`src/rtl/rgc_pkg.sv`:
```
`timescale 1ns / 1ps

package rgc_pkg;

	localparam int CH_W        = 8;
	localparam int GAIN_W      = 12;
	localparam int FRAC_W      = 8;
	localparam int NUM_LANES   = 3;
	localparam int PROD_W      = CH_W + GAIN_W;
	localparam int REM_W       = 2 * CH_W;
	localparam int DIV_STEPS   = CH_W;
	localparam int LANE_STAGES = DIV_STEPS + 1;
	localparam int PIPE_DEPTH  = LANE_STAGES + 1;

	typedef logic [CH_W-1:0]        chan_t;
	typedef logic [GAIN_W-1:0]      gain_t;
	typedef chan_t [NUM_LANES-1:0]  chan_vec_t;
	typedef logic [LANE_STAGES:1]   lane_en_t;

	localparam gain_t GAIN_RESET = GAIN_W'(1536);
	localparam chan_t FULL_SCALE = CH_W'(255);
	localparam logic [PROD_W-1:0] LIMIT = PROD_W'(FULL_SCALE) << FRAC_W;

	typedef struct packed {
		logic  ovf;
		chan_t gained;
		chan_t quot;
	} lane_res_t;

	typedef lane_res_t [NUM_LANES-1:0] lane_res_vec_t;

endpackage

```
`src/rtl/rgc_if.sv`:
```
`timescale 1ns / 1ps

interface rgc_pixel_if;
	import rgc_pkg::*;

	logic  valid;
	logic  ready;
	chan_t red_in;
	chan_t green_in;
	chan_t blue_in;

	modport source (output valid, output red_in, output green_in, output blue_in, input ready);
	modport sink (input valid, input red_in, input green_in, input blue_in, output ready);
	modport monitor (input valid, input ready, input red_in, input green_in, input blue_in);
endinterface

interface rgc_result_if;
	import rgc_pkg::*;

	logic  valid;
	logic  ready;
	chan_t red_out;
	chan_t green_out;
	chan_t blue_out;
	logic  clamped;

	modport source (output valid, output red_out, output green_out, output blue_out,
		output clamped, input ready);
	modport sink (input valid, input red_out, input green_out, input blue_out,
		input clamped, output ready);
	modport monitor (input valid, input ready, input red_out, input green_out,
		input blue_out, input clamped);
endinterface

```
`src/rtl/rgc_lane.sv`:
```
`timescale 1ns / 1ps

module rgc_lane (
	input  logic               clk,
	input  rgc_pkg::lane_en_t  en,
	input  rgc_pkg::chan_t     ch,
	input  rgc_pkg::chan_t     m,
	input  rgc_pkg::gain_t     gain,
	output rgc_pkg::lane_res_t res
);
	import rgc_pkg::*;

	logic [PROD_W-1:0] prod;
	logic [REM_W-1:0]  scaled;

	logic [REM_W-1:0] rem_s    [1:LANE_STAGES];
	chan_t            den_s    [1:LANE_STAGES];
	chan_t            quot_s   [1:LANE_STAGES];
	chan_t            gained_s [1:LANE_STAGES];
	logic             ovf_s    [1:LANE_STAGES];

	assign prod   = PROD_W'(ch) * PROD_W'(gain);
	assign scaled = {ch, CH_W'(0)} - REM_W'(ch);

	always_ff @(posedge clk) begin
		if (en[1]) begin
			rem_s[1]    <= scaled;
			den_s[1]    <= m;
			quot_s[1]   <= '0;
			gained_s[1] <= prod[FRAC_W +: CH_W];
			ovf_s[1]    <= (prod > LIMIT);
		end
	end

	// One quotient bit per stage, most significant first.
	for (genvar j = 2; j <= LANE_STAGES; j++) begin : g_div
		localparam int K = LANE_STAGES - j;

		logic [REM_W-1:0] trial;
		logic             take;
		chan_t            qbit;

		assign trial = REM_W'(den_s[j-1]) << K;
		assign take  = (rem_s[j-1] >= trial);
		assign qbit  = CH_W'(take) << K;

		always_ff @(posedge clk) begin
			if (en[j]) begin
				rem_s[j]    <= take ? (rem_s[j-1] - trial) : rem_s[j-1];
				den_s[j]    <= den_s[j-1];
				quot_s[j]   <= quot_s[j-1] | qbit;
				gained_s[j] <= gained_s[j-1];
				ovf_s[j]    <= ovf_s[j-1];
			end
		end
	end

	assign res.ovf    = ovf_s[LANE_STAGES];
	assign res.gained = gained_s[LANE_STAGES];
	assign res.quot   = quot_s[LANE_STAGES];

endmodule

```
`src/rtl/rgc_merge.sv`:
```
`timescale 1ns / 1ps

module rgc_merge (
	input  logic                   clk,
	input  logic                   en,
	input  rgc_pkg::lane_res_vec_t lanes,
	output rgc_pkg::chan_vec_t     chan,
	output logic                   clamped
);
	import rgc_pkg::*;

	logic      clamp_any;
	chan_vec_t chan_q;
	logic      clamped_q;

	always_comb begin
		clamp_any = 1'b0;
		for (int i = 0; i < NUM_LANES; i++) begin
			clamp_any = clamp_any | lanes[i].ovf;
		end
	end

	always_ff @(posedge clk) begin
		if (en) begin
			for (int i = 0; i < NUM_LANES; i++) begin
				chan_q[i] <= clamp_any ? lanes[i].quot : lanes[i].gained;
			end
			clamped_q <= clamp_any;
		end
	end

	assign chan    = chan_q;
	assign clamped = clamped_q;

endmodule

```
`src/rtl/rgb_gain_with_ratio_clamp.sv`:
```
`timescale 1ns / 1ps

// Channel   Dir  Handshake          Payload
// pixel     in   valid / ready      red_in, green_in, blue_in
// result    out  valid / ready      red_out, green_out, blue_out, clamped
// cfg       in   cfg_we             cfg_wdata (gain, Q4.8)
//
// One pixel per clock is sustained while result.ready is high.
// A result passes through the input stage, the eight-stage divider in each lane and the merge.
// Reset clears the stage valid bits and loads the gain with 6.0; no clearing pass.
// A stalled result holds the output stage, and earlier stages keep filling bubbles.

module rgb_gain_with_ratio_clamp (
	input  logic            clk,
	input  logic            arst_n,
	input  logic            cfg_we,
	input  rgc_pkg::gain_t  cfg_wdata,
	rgc_pixel_if.sink       pixel,
	rgc_result_if.source    result
);
	import rgc_pkg::*;

	gain_t                 gain_q;
	logic [PIPE_DEPTH:1]   vld_q;
	logic [PIPE_DEPTH:1]   en;
	chan_vec_t             ch;
	chan_t                 m;
	lane_res_vec_t         lanes;
	chan_vec_t             chan;
	logic                  clamped;

	always_ff @(posedge clk or negedge arst_n) begin
		if (!arst_n) begin
			gain_q <= GAIN_RESET;
		end else if (cfg_we) begin
			gain_q <= cfg_wdata;
		end
	end

	always_comb begin
		logic go;
		go = result.ready;
		for (int k = PIPE_DEPTH; k >= 1; k--) begin
			en[k] = !vld_q[k] || go;
			go    = en[k];
		end
	end

	always_ff @(posedge clk or negedge arst_n) begin
		if (!arst_n) begin
			vld_q <= '0;
		end else begin
			if (en[1]) begin
				vld_q[1] <= pixel.valid;
			end
			for (int k = 2; k <= PIPE_DEPTH; k++) begin
				if (en[k]) begin
					vld_q[k] <= vld_q[k-1];
				end
			end
		end
	end

	assign pixel.ready = en[1];

	assign ch[0] = pixel.red_in;
	assign ch[1] = pixel.green_in;
	assign ch[2] = pixel.blue_in;

	always_comb begin
		m = (ch[0] > ch[1]) ? ch[0] : ch[1];
		m = (m > ch[2]) ? m : ch[2];
	end

	for (genvar i = 0; i < NUM_LANES; i++) begin : g_lane
		rgc_lane u_lane (
			.clk  (clk),
			.en   (en[LANE_STAGES:1]),
			.ch   (ch[i]),
			.m    (m),
			.gain (gain_q),
			.res  (lanes[i])
		);
	end

	rgc_merge u_merge (
		.clk     (clk),
		.en      (en[PIPE_DEPTH]),
		.lanes   (lanes),
		.chan    (chan),
		.clamped (clamped)
	);

	assign result.valid     = vld_q[PIPE_DEPTH];
	assign result.red_out   = chan[0];
	assign result.green_out = chan[1];
	assign result.blue_out  = chan[2];
	assign result.clamped   = clamped;

endmodule

```
`src/flat_wrapper.sv`:
```
// flat-port wrapper written by rule: the top's interface ports become plain ports
module rgb_gain_with_ratio_clamp_flat import rgc_pkg::*;
  (clk, arst_n, cfg_we, cfg_wdata, pixel_valid, pixel_red_in, pixel_green_in, pixel_blue_in, pixel_ready, result_valid, result_red_out, result_green_out, result_blue_out, result_clamped, result_ready);
  rgc_pixel_if pixel_i ();
  rgc_result_if result_i ();
  input  logic clk;
  input  logic arst_n;
  input  logic cfg_we;
  input  rgc_pkg::gain_t cfg_wdata;
  input wire logic [$bits(pixel_i.valid)-1:0] pixel_valid;
  input wire logic [$bits(pixel_i.red_in)-1:0] pixel_red_in;
  input wire logic [$bits(pixel_i.green_in)-1:0] pixel_green_in;
  input wire logic [$bits(pixel_i.blue_in)-1:0] pixel_blue_in;
  output wire logic [$bits(pixel_i.ready)-1:0] pixel_ready;
  output wire logic [$bits(result_i.valid)-1:0] result_valid;
  output wire logic [$bits(result_i.red_out)-1:0] result_red_out;
  output wire logic [$bits(result_i.green_out)-1:0] result_green_out;
  output wire logic [$bits(result_i.blue_out)-1:0] result_blue_out;
  output wire logic [$bits(result_i.clamped)-1:0] result_clamped;
  input wire logic [$bits(result_i.ready)-1:0] result_ready;
  assign pixel_i.valid = pixel_valid;
  assign pixel_i.red_in = pixel_red_in;
  assign pixel_i.green_in = pixel_green_in;
  assign pixel_i.blue_in = pixel_blue_in;
  assign pixel_ready = pixel_i.ready;
  assign result_valid = result_i.valid;
  assign result_red_out = result_i.red_out;
  assign result_green_out = result_i.green_out;
  assign result_blue_out = result_i.blue_out;
  assign result_clamped = result_i.clamped;
  assign result_i.ready = result_ready;
  rgb_gain_with_ratio_clamp u_core (.clk(clk), .arst_n(arst_n), .cfg_we(cfg_we), .cfg_wdata(cfg_wdata), .pixel(pixel_i), .result(result_i));
endmodule
```
`config.mk`:
```
export PLATFORM = sky130hd
export DESIGN_NAME = rgb_gain_with_ratio_clamp_flat
export DESIGN_NICKNAME = d
export VERILOG_FILES = /design/src/rtl/rgc_pkg.sv /design/src/rtl/rgc_if.sv /design/src/rtl/rgc_lane.sv /design/src/rtl/rgc_merge.sv /design/src/rtl/rgb_gain_with_ratio_clamp.sv /design/src/flat_wrapper.sv
export SDC_FILE = /design/constraint.sdc
export NUM_CORES = 2
export LEC_CHECK = 0
export BUFFER_PORTS_ARGS = -buffer_cell sky130_fd_sc_hd__buf_2
export CAP_MARGIN = 20
export CORE_MARGIN = 2
export CORE_UTILIZATION = 55
export CTS_BUF_LIST = sky130_fd_sc_hd__clkbuf_16
export CTS_CLUSTER_SIZE = 8
export DETAILED_ROUTE_END_ITERATION = 10
export PLACE_DENSITY = 0.76
export SYNTH_ARGS = -nofsm -noshare
export SYNTH_HDL_FRONTEND = slang
export SYNTH_SLANG_ARGS = --single-unit
```
`constraint.sdc`:
```
create_clock -name clk -period 9.27 [get_ports clk]
set_input_delay 0.927 -clock clk [delete_from_list [all_inputs] [get_ports clk]]
set_output_delay 0.927 -clock clk [all_outputs]
set_load 0.01 [all_outputs]
```
Word-level counts from Yosys, hierarchy flattened
Memories as Yosys holds them, arrays and structs flattened.
Index checks and enable logic that the tools add are counted.
{"block": "classes", "addsub": 27, "n_mul": 3, "n_lt_le_gt_ge": 29, "n_mux": 47, "bitwise": 26, "reduce_logical": 20}
{"operator": "$mux W16", "n": 24}
{"operator": "$sub A16 B8 Y16", "n": 6}
{"operator": "$gt A20 B16 Y1 const B", "n": 3}
{"operator": "$mul A8 B12 Y20", "n": 3}
{"operator": "$ge A16 B10 Y1", "n": 3}
{"operator": "$ge A16 B11 Y1", "n": 3}
{"operator": "$ge A16 B12 Y1", "n": 3}
{"operator": "$ge A16 B13 Y1", "n": 3}
{"operator": "$ge A16 B14 Y1", "n": 3}
{"operator": "$ge A16 B15 Y1", "n": 3}
{"operator": "$ge A16 B8 Y1", "n": 3}
{"operator": "$ge A16 B9 Y1", "n": 3}
{"operator": "$sub A16 B10 Y16", "n": 3}
{"operator": "$sub A16 B11 Y16", "n": 3}
{"operator": "$sub A16 B12 Y16", "n": 3}
{"operator": "$sub A16 B13 Y16", "n": 3}
{"operator": "$sub A16 B14 Y16", "n": 3}
{"operator": "$sub A16 B15 Y16", "n": 3}
{"operator": "$sub A16 B9 Y16", "n": 3}
{"operator": "$mux W8", "n": 5}
{"operator": "$or A8 B1 Y8", "n": 3}
{"operator": "$or A8 B2 Y8", "n": 3}
{"operator": "$or A8 B3 Y8", "n": 3}
{"operator": "$or A8 B4 Y8", "n": 3}
{"operator": "9 further kinds", "n": 54}
{"block": "word_totals", "register_bits": 47, "mem_bits_rw": 1107, "in_bits": 41, "output_inout_bits": 27, "elab_cells": 182, "memories": 15}
{"name": "u_core.g_lane[0].u_lane.rem_s", "depth": 9, "word_bits": 16, "read_ports": 8, "rd_ports_with_merged_regs": 0, "wr": 9, "line": "rgc_lane.sv:16", "source": "logic [REM_W-1:0] rem_s [1:LANE_STAGES];"}
{"name": "u_core.g_lane[1].u_lane.rem_s", "depth": 9, "word_bits": 16, "read_ports": 8, "rd_ports_with_merged_regs": 0, "wr": 9, "line": "rgc_lane.sv:16"}
{"name": "u_core.g_lane[2].u_lane.rem_s", "depth": 9, "word_bits": 16, "read_ports": 8, "rd_ports_with_merged_regs": 0, "wr": 9, "line": "rgc_lane.sv:16"}
{"name": "u_core.g_lane[0].u_lane.den_s", "depth": 9, "word_bits": 8, "read_ports": 8, "rd_ports_with_merged_regs": 0, "wr": 9, "line": "rgc_lane.sv:17", "source": "chan_t den_s [1:LANE_STAGES];"}
{"name": "u_core.g_lane[0].u_lane.gained_s", "depth": 9, "word_bits": 8, "read_ports": 9, "rd_ports_with_merged_regs": 0, "wr": 9, "line": "rgc_lane.sv:19", "source": "chan_t gained_s [1:LANE_STAGES];"}
{"name": "u_core.g_lane[0].u_lane.quot_s", "depth": 9, "word_bits": 8, "read_ports": 9, "rd_ports_with_merged_regs": 0, "wr": 9, "line": "rgc_lane.sv:18", "source": "chan_t quot_s [1:LANE_STAGES];"}
{"name": "9 more memories"}

Depth between registers and ports, before layout
{"block": "logic_depth", "depth_word": 13, "mapped_depth": 21, "depth_no_buf": 19}

Hierarchy
A second synthesis with hierarchy kept.
{"block": "unflattened", "hier_cells": 4218, "hier_area_um2": 53087.2}
{"mod": "rgc_lane (u_core.g_lane[0].u_lane)", "instances": 1, "cells_per_inst": 1336, "area_each_um2": 16931.2, "seq_area_each_um2": 9278.9}
{"mod": "rgc_lane (u_core.g_lane[1].u_lane)", "instances": 1, "cells_per_inst": 1341, "area_each_um2": 16879.9, "seq_area_each_um2": 9278.9}
{"mod": "rgc_lane (u_core.g_lane[2].u_lane)", "instances": 1, "cells_per_inst": 1331, "area_each_um2": 16701.0, "seq_area_each_um2": 9278.9}
{"mod": "rgb_gain_with_ratio_clamp", "instances": 1, "cells_per_inst": 157, "area_each_um2": 1511.4, "seq_area_each_um2": 553.0}
{"mod": "rgc_merge", "instances": 1, "cells_per_inst": 53, "area_each_um2": 1063.5, "seq_area_each_um2": 750.7}

Worst setup path after synthesis
OpenSTA, ideal clock, no wires.
{"block": "synth_timing", "path_type": "in2reg", "start": "input port result_ready", "end": "register u_core.g_lane[0].u_lane.gained_s[0][10] (netlist name)", "setup_ns": 1.061, "t_arrival_ns": 7.068, "required_time_ns": 8.209, "setup_slack_ns": 1.142, "stages": 6, "path_cell_list": "nor2b_1 -> and2_1 -> and3_1 -> nand4_1 -> nor2_1 -> nand3_1"}
{"item": "start: declaration", "line": "flat_wrapper.sv:20", "source": "input wire logic [$bits(result_i.ready)-1:0] result_ready;"}

==> reports/qor.yml <==
min_path:
  hp-class: "input pin to asynchronous set/reset pin"
die:
  die-area_mm2: 0.0889
  coreArea_mm2: 0.0854
  start_util_pct: 55.7
  num_rows: 107
  die_w_um: 298
  fp.dieH_um: 298
  ios: 68
placed_design:
  hpwl_um: 69800
  gp_congestion: 0.914
  dp_slack_ns: 3.42
  portBuffers: 67
clock_tree:
  post_cts_buffers: 0
  worst_skew_pair.late_latency_ns: 0.71
  numCtsBuffers: 115
  cts-root-buf: "clkbuf_16"
  path_clk_slew_ns: 0.05
  cts_resized: 0
  htree_levels: 3
  clockBufferDepth: 3
  cts_num_sinks: 846
  postCtsHoldBufs: 0
  cts_tree: "done"
yosys:
  postSynthCellCount: 3815
  syn_area_mm2: 0.0476
  seq_area_frac_synth_pct: 53.1
  synth.net_count: 4388
  yosysUniqueCellTypes: 88
  syn_avg_cell_area_um2: 12.5
  yosys_warnings: 0
  ys.flop_type: "edfxtp_1"
  synth_edf_count: 824
  synth_seq_cells: 846
  synthArstFlopShare_pct: 2.60
worst_setup_path:
  reg2reg_to: "u_core.g_lane[0].u_lane.ovf_s[0][1]"
  worstRegToRegCells: 18
  worstPathCellList: "buf_4 > nand2_1 > fa_1 > fa_1 > inv_1 > fa_1 > inv_1 > fa_1 > inv_1 > ha_1 > o21a_1 > o31a_1 > o41ai_2 > o211ai_1 > a31o_2 > o41ai_1 > xnor2_1 > nand4_1"
  worstPathArrival_ns: 5.83
  worstReg2RegStart: "u_core.gain_q[3]"
  crit_type: "register to register"
  required_ns: 9.67
  crit_top_cell: "fa_1"
  reg2reg_slack_ns: 3.85
  startpoint_type: "register"
  crit_fanout: 16
  crit_path_end_kind: "register"
  critPathMaxStageDelay_ns: 0.72
  startpoint: "u_core.gain_q[3]"
  cpMaxStageDelayCell: "dfrtp_1"
global_route:
  grt_pass1_vias: 29242
  grt_pass1_wl_um: 154000
  grt_max_degree: 90
  grt_overflow: 0
  grt_antenna_before_repair: 1
  grt_usage_pct: 21.8
routing:
  first_pass_iters: 5
  post_drt_via_cell_ratio: 5.48
  drt.antenna.violating_nets: 0
  avgRoutedWirePerCell_um: 18.4
  num_vias: 28126
  drtIter0Drc: 1684
  drc: 0
  drt-total-wl_um: 94500
final_layout:
  area_delta_synth_final_pct: 10.4
  insertedDiodeCount: 0
  fin_util_pct: 61.5
  drive_gt1_share_pct: 9.13
  layout.nets: 4515
job:
  maxCapViolations: 0
run_status:
  outcome: "complete, no violations"
timing:
  finalWorstSetupSlack_ns: 3.85
  rsz0062_at_grt: "no"
  fmax_mhz: 184
  slew_headroom_pct: 25.1
  finalCritPeriodShare_pct: 58.5
  period_minus_slack_ns: 5.42
  setup_tns_ns: 0
  fin_skew_ns: 0.0776
  finalHoldViolations: 0
  tightest_slew_ns: 1.12
  setup_viol: 0
  slew_viol_final: 0
pwr:
  cellPowerDensity_mw_per_mm2: 365
  ir_worst_vdd_v: 0.000215
  p_leak_uw: 0.0216
==> cell type report <==
| cell class | instances | area, µm² |
|---|---|---|
| Fill cell | 6583 | 32900 |
| Tap cell | 1144 | 1430 |
| Clock inverter | 45 | 332 |
| Clock buffer | 115 | 2880 |
| Inverter | 408 | 1540 |
| Multi-Input combinational cell | 2475 | 20500 |
| Sequential cell | 846 | 25300 |
| Timing Repair Buffer | 96 | 613 |
==> state kept, by name (all words and copies together) (netlist names) <==
register,cells
u_core.g_lane.u_lane.den_s,64
u_core.g_lane.u_lane.gained_s,216
u_core.g_lane.u_lane.ovf_s,27
u_core.g_lane.u_lane.quot_s,108
u_core.g_lane.u_lane.rem_s,384
u_core.gain_q,12
u_core.u_merge.chan,24
u_core.u_merge.clamped,1
u_core.vld_q,10
==> cells in the mapped netlist (26+ instances only) <==
library cell	count	share of area (%)
o21ai_0	130	1.4
mux2_2	68	1.6
xor2_1	68	1.3
ha_1	331	8.7
nor4_1	27	0.35
a21o_1	88	1.4
xnor2_1	131	2.4
nand2_1	222	1.8
inv_1	406	3.2
nand4_1	33	0.43
nand2b_1	48	0.63
edfxtp_1	824	52
a21oi_1	151	1.6
fa_1	201	8.5
clkbuf_1	62	0.49
a21boi_0	26	0.41
nor2_1	231	1.8
nor2b_1	51	0.67
o21a_1	30	0.47
and2_1	251	3.3
nor3_1	60	0.63
mux2i_1	27	0.57
==> metrics by stage <==
step	cell area, µm²	std cells	total power, µW	hold slack, ns
2_1_floorplan	47600	3815	13400	0.400
5_1_grt	52500	5129	20600	0.206
3_5_place_dp	49200	4964	15400	0.405
4_1_cts	52400	5124	19300	0.164
3_3_place_gp	49200	4964	15200	0.401
6_report	52500	5129	19200	0.192
==> worst max-delay path, delay by kind of cell (launching register included) <==
kind	cells	cell delay, ns
compound gates	6	1.24
fa+ha+maj	5	2.29
xor+xnor	1	0.17
simple gates	2	0.20
buf+inv	4	0.47
flops	1	0.72
==> cells by family (layout without fill, tap and decap cells) <==
family / after synthesis / count (layout) / share of synthesized area (%)
multiplexers: 99 / 99 / 2.27
adder cells (fa/ha/maj): 532 / 532 / 17.2
AND/OR/NAND/NOR: 1053 / 1053 / 11.7
AO/OA/AOI/OAI: 592 / 592 / 8.12
XOR/XNOR: 199 / 199 / 3.66
buffers and inverters: 494 / 664 / 3.99
flip-flops: 846 / 846 / 53.1
==> placed cells by master (no fill, tap or decap), types with 115 or more instances in the layout <==
| master | Yosys | final |
|---|---|---|
| nor2_1 | 231 | 231 |
| xnor2_1 | 131 | 131 |
| fa_1 | 201 | 201 |
| a21oi_1 | 151 | 151 |
| edfxtp_1 | 824 | 824 |
| and2_1 | 251 | 251 |
| clkbuf_16 | 0 | 115 |
| ha_1 | 331 | 331 |
| o21ai_0 | 130 | 130 |
| inv_1 | 406 | 441 |
| nand2_1 | 222 | 219 |
==> how the worst max path moves through the flow <==
stage / to / slack (ns) / cells past startpoint
floorplan: u_core.g_lane[0].u_lane.gained_s[0][10] / 1.14 / 6
global placement: u_core.g_lane[1].u_lane.ovf_s[0][1] / 3.44 / 18
detailed placement: u_core.g_lane[1].u_lane.ovf_s[0][1] / 3.42 / 18
CTS: u_core.g_lane[2].u_lane.ovf_s[0][1] / 3.84 / 18
global route: u_core.g_lane[2].u_lane.ovf_s[0][1] / 3.42 / 19
finish: u_core.g_lane[0].u_lane.ovf_s[0][1] / 3.85 / 18
==> metal layers <==
metal	track usage [%]	vias up	routed length [µm]
met3	3.03	239	3580
met4	10.1	0	4480
met2	38.9	617	48400
met5	0	-	0
li1	-	13683	-
met1	26.1	13587	38000
==> report_power, final <==
group | switching, µW | internal (µW)
sequential | 865 | 6510
combinational | 4560 | 3530
clock | 1500 | 2200
(Power assumes the default switching activity.)
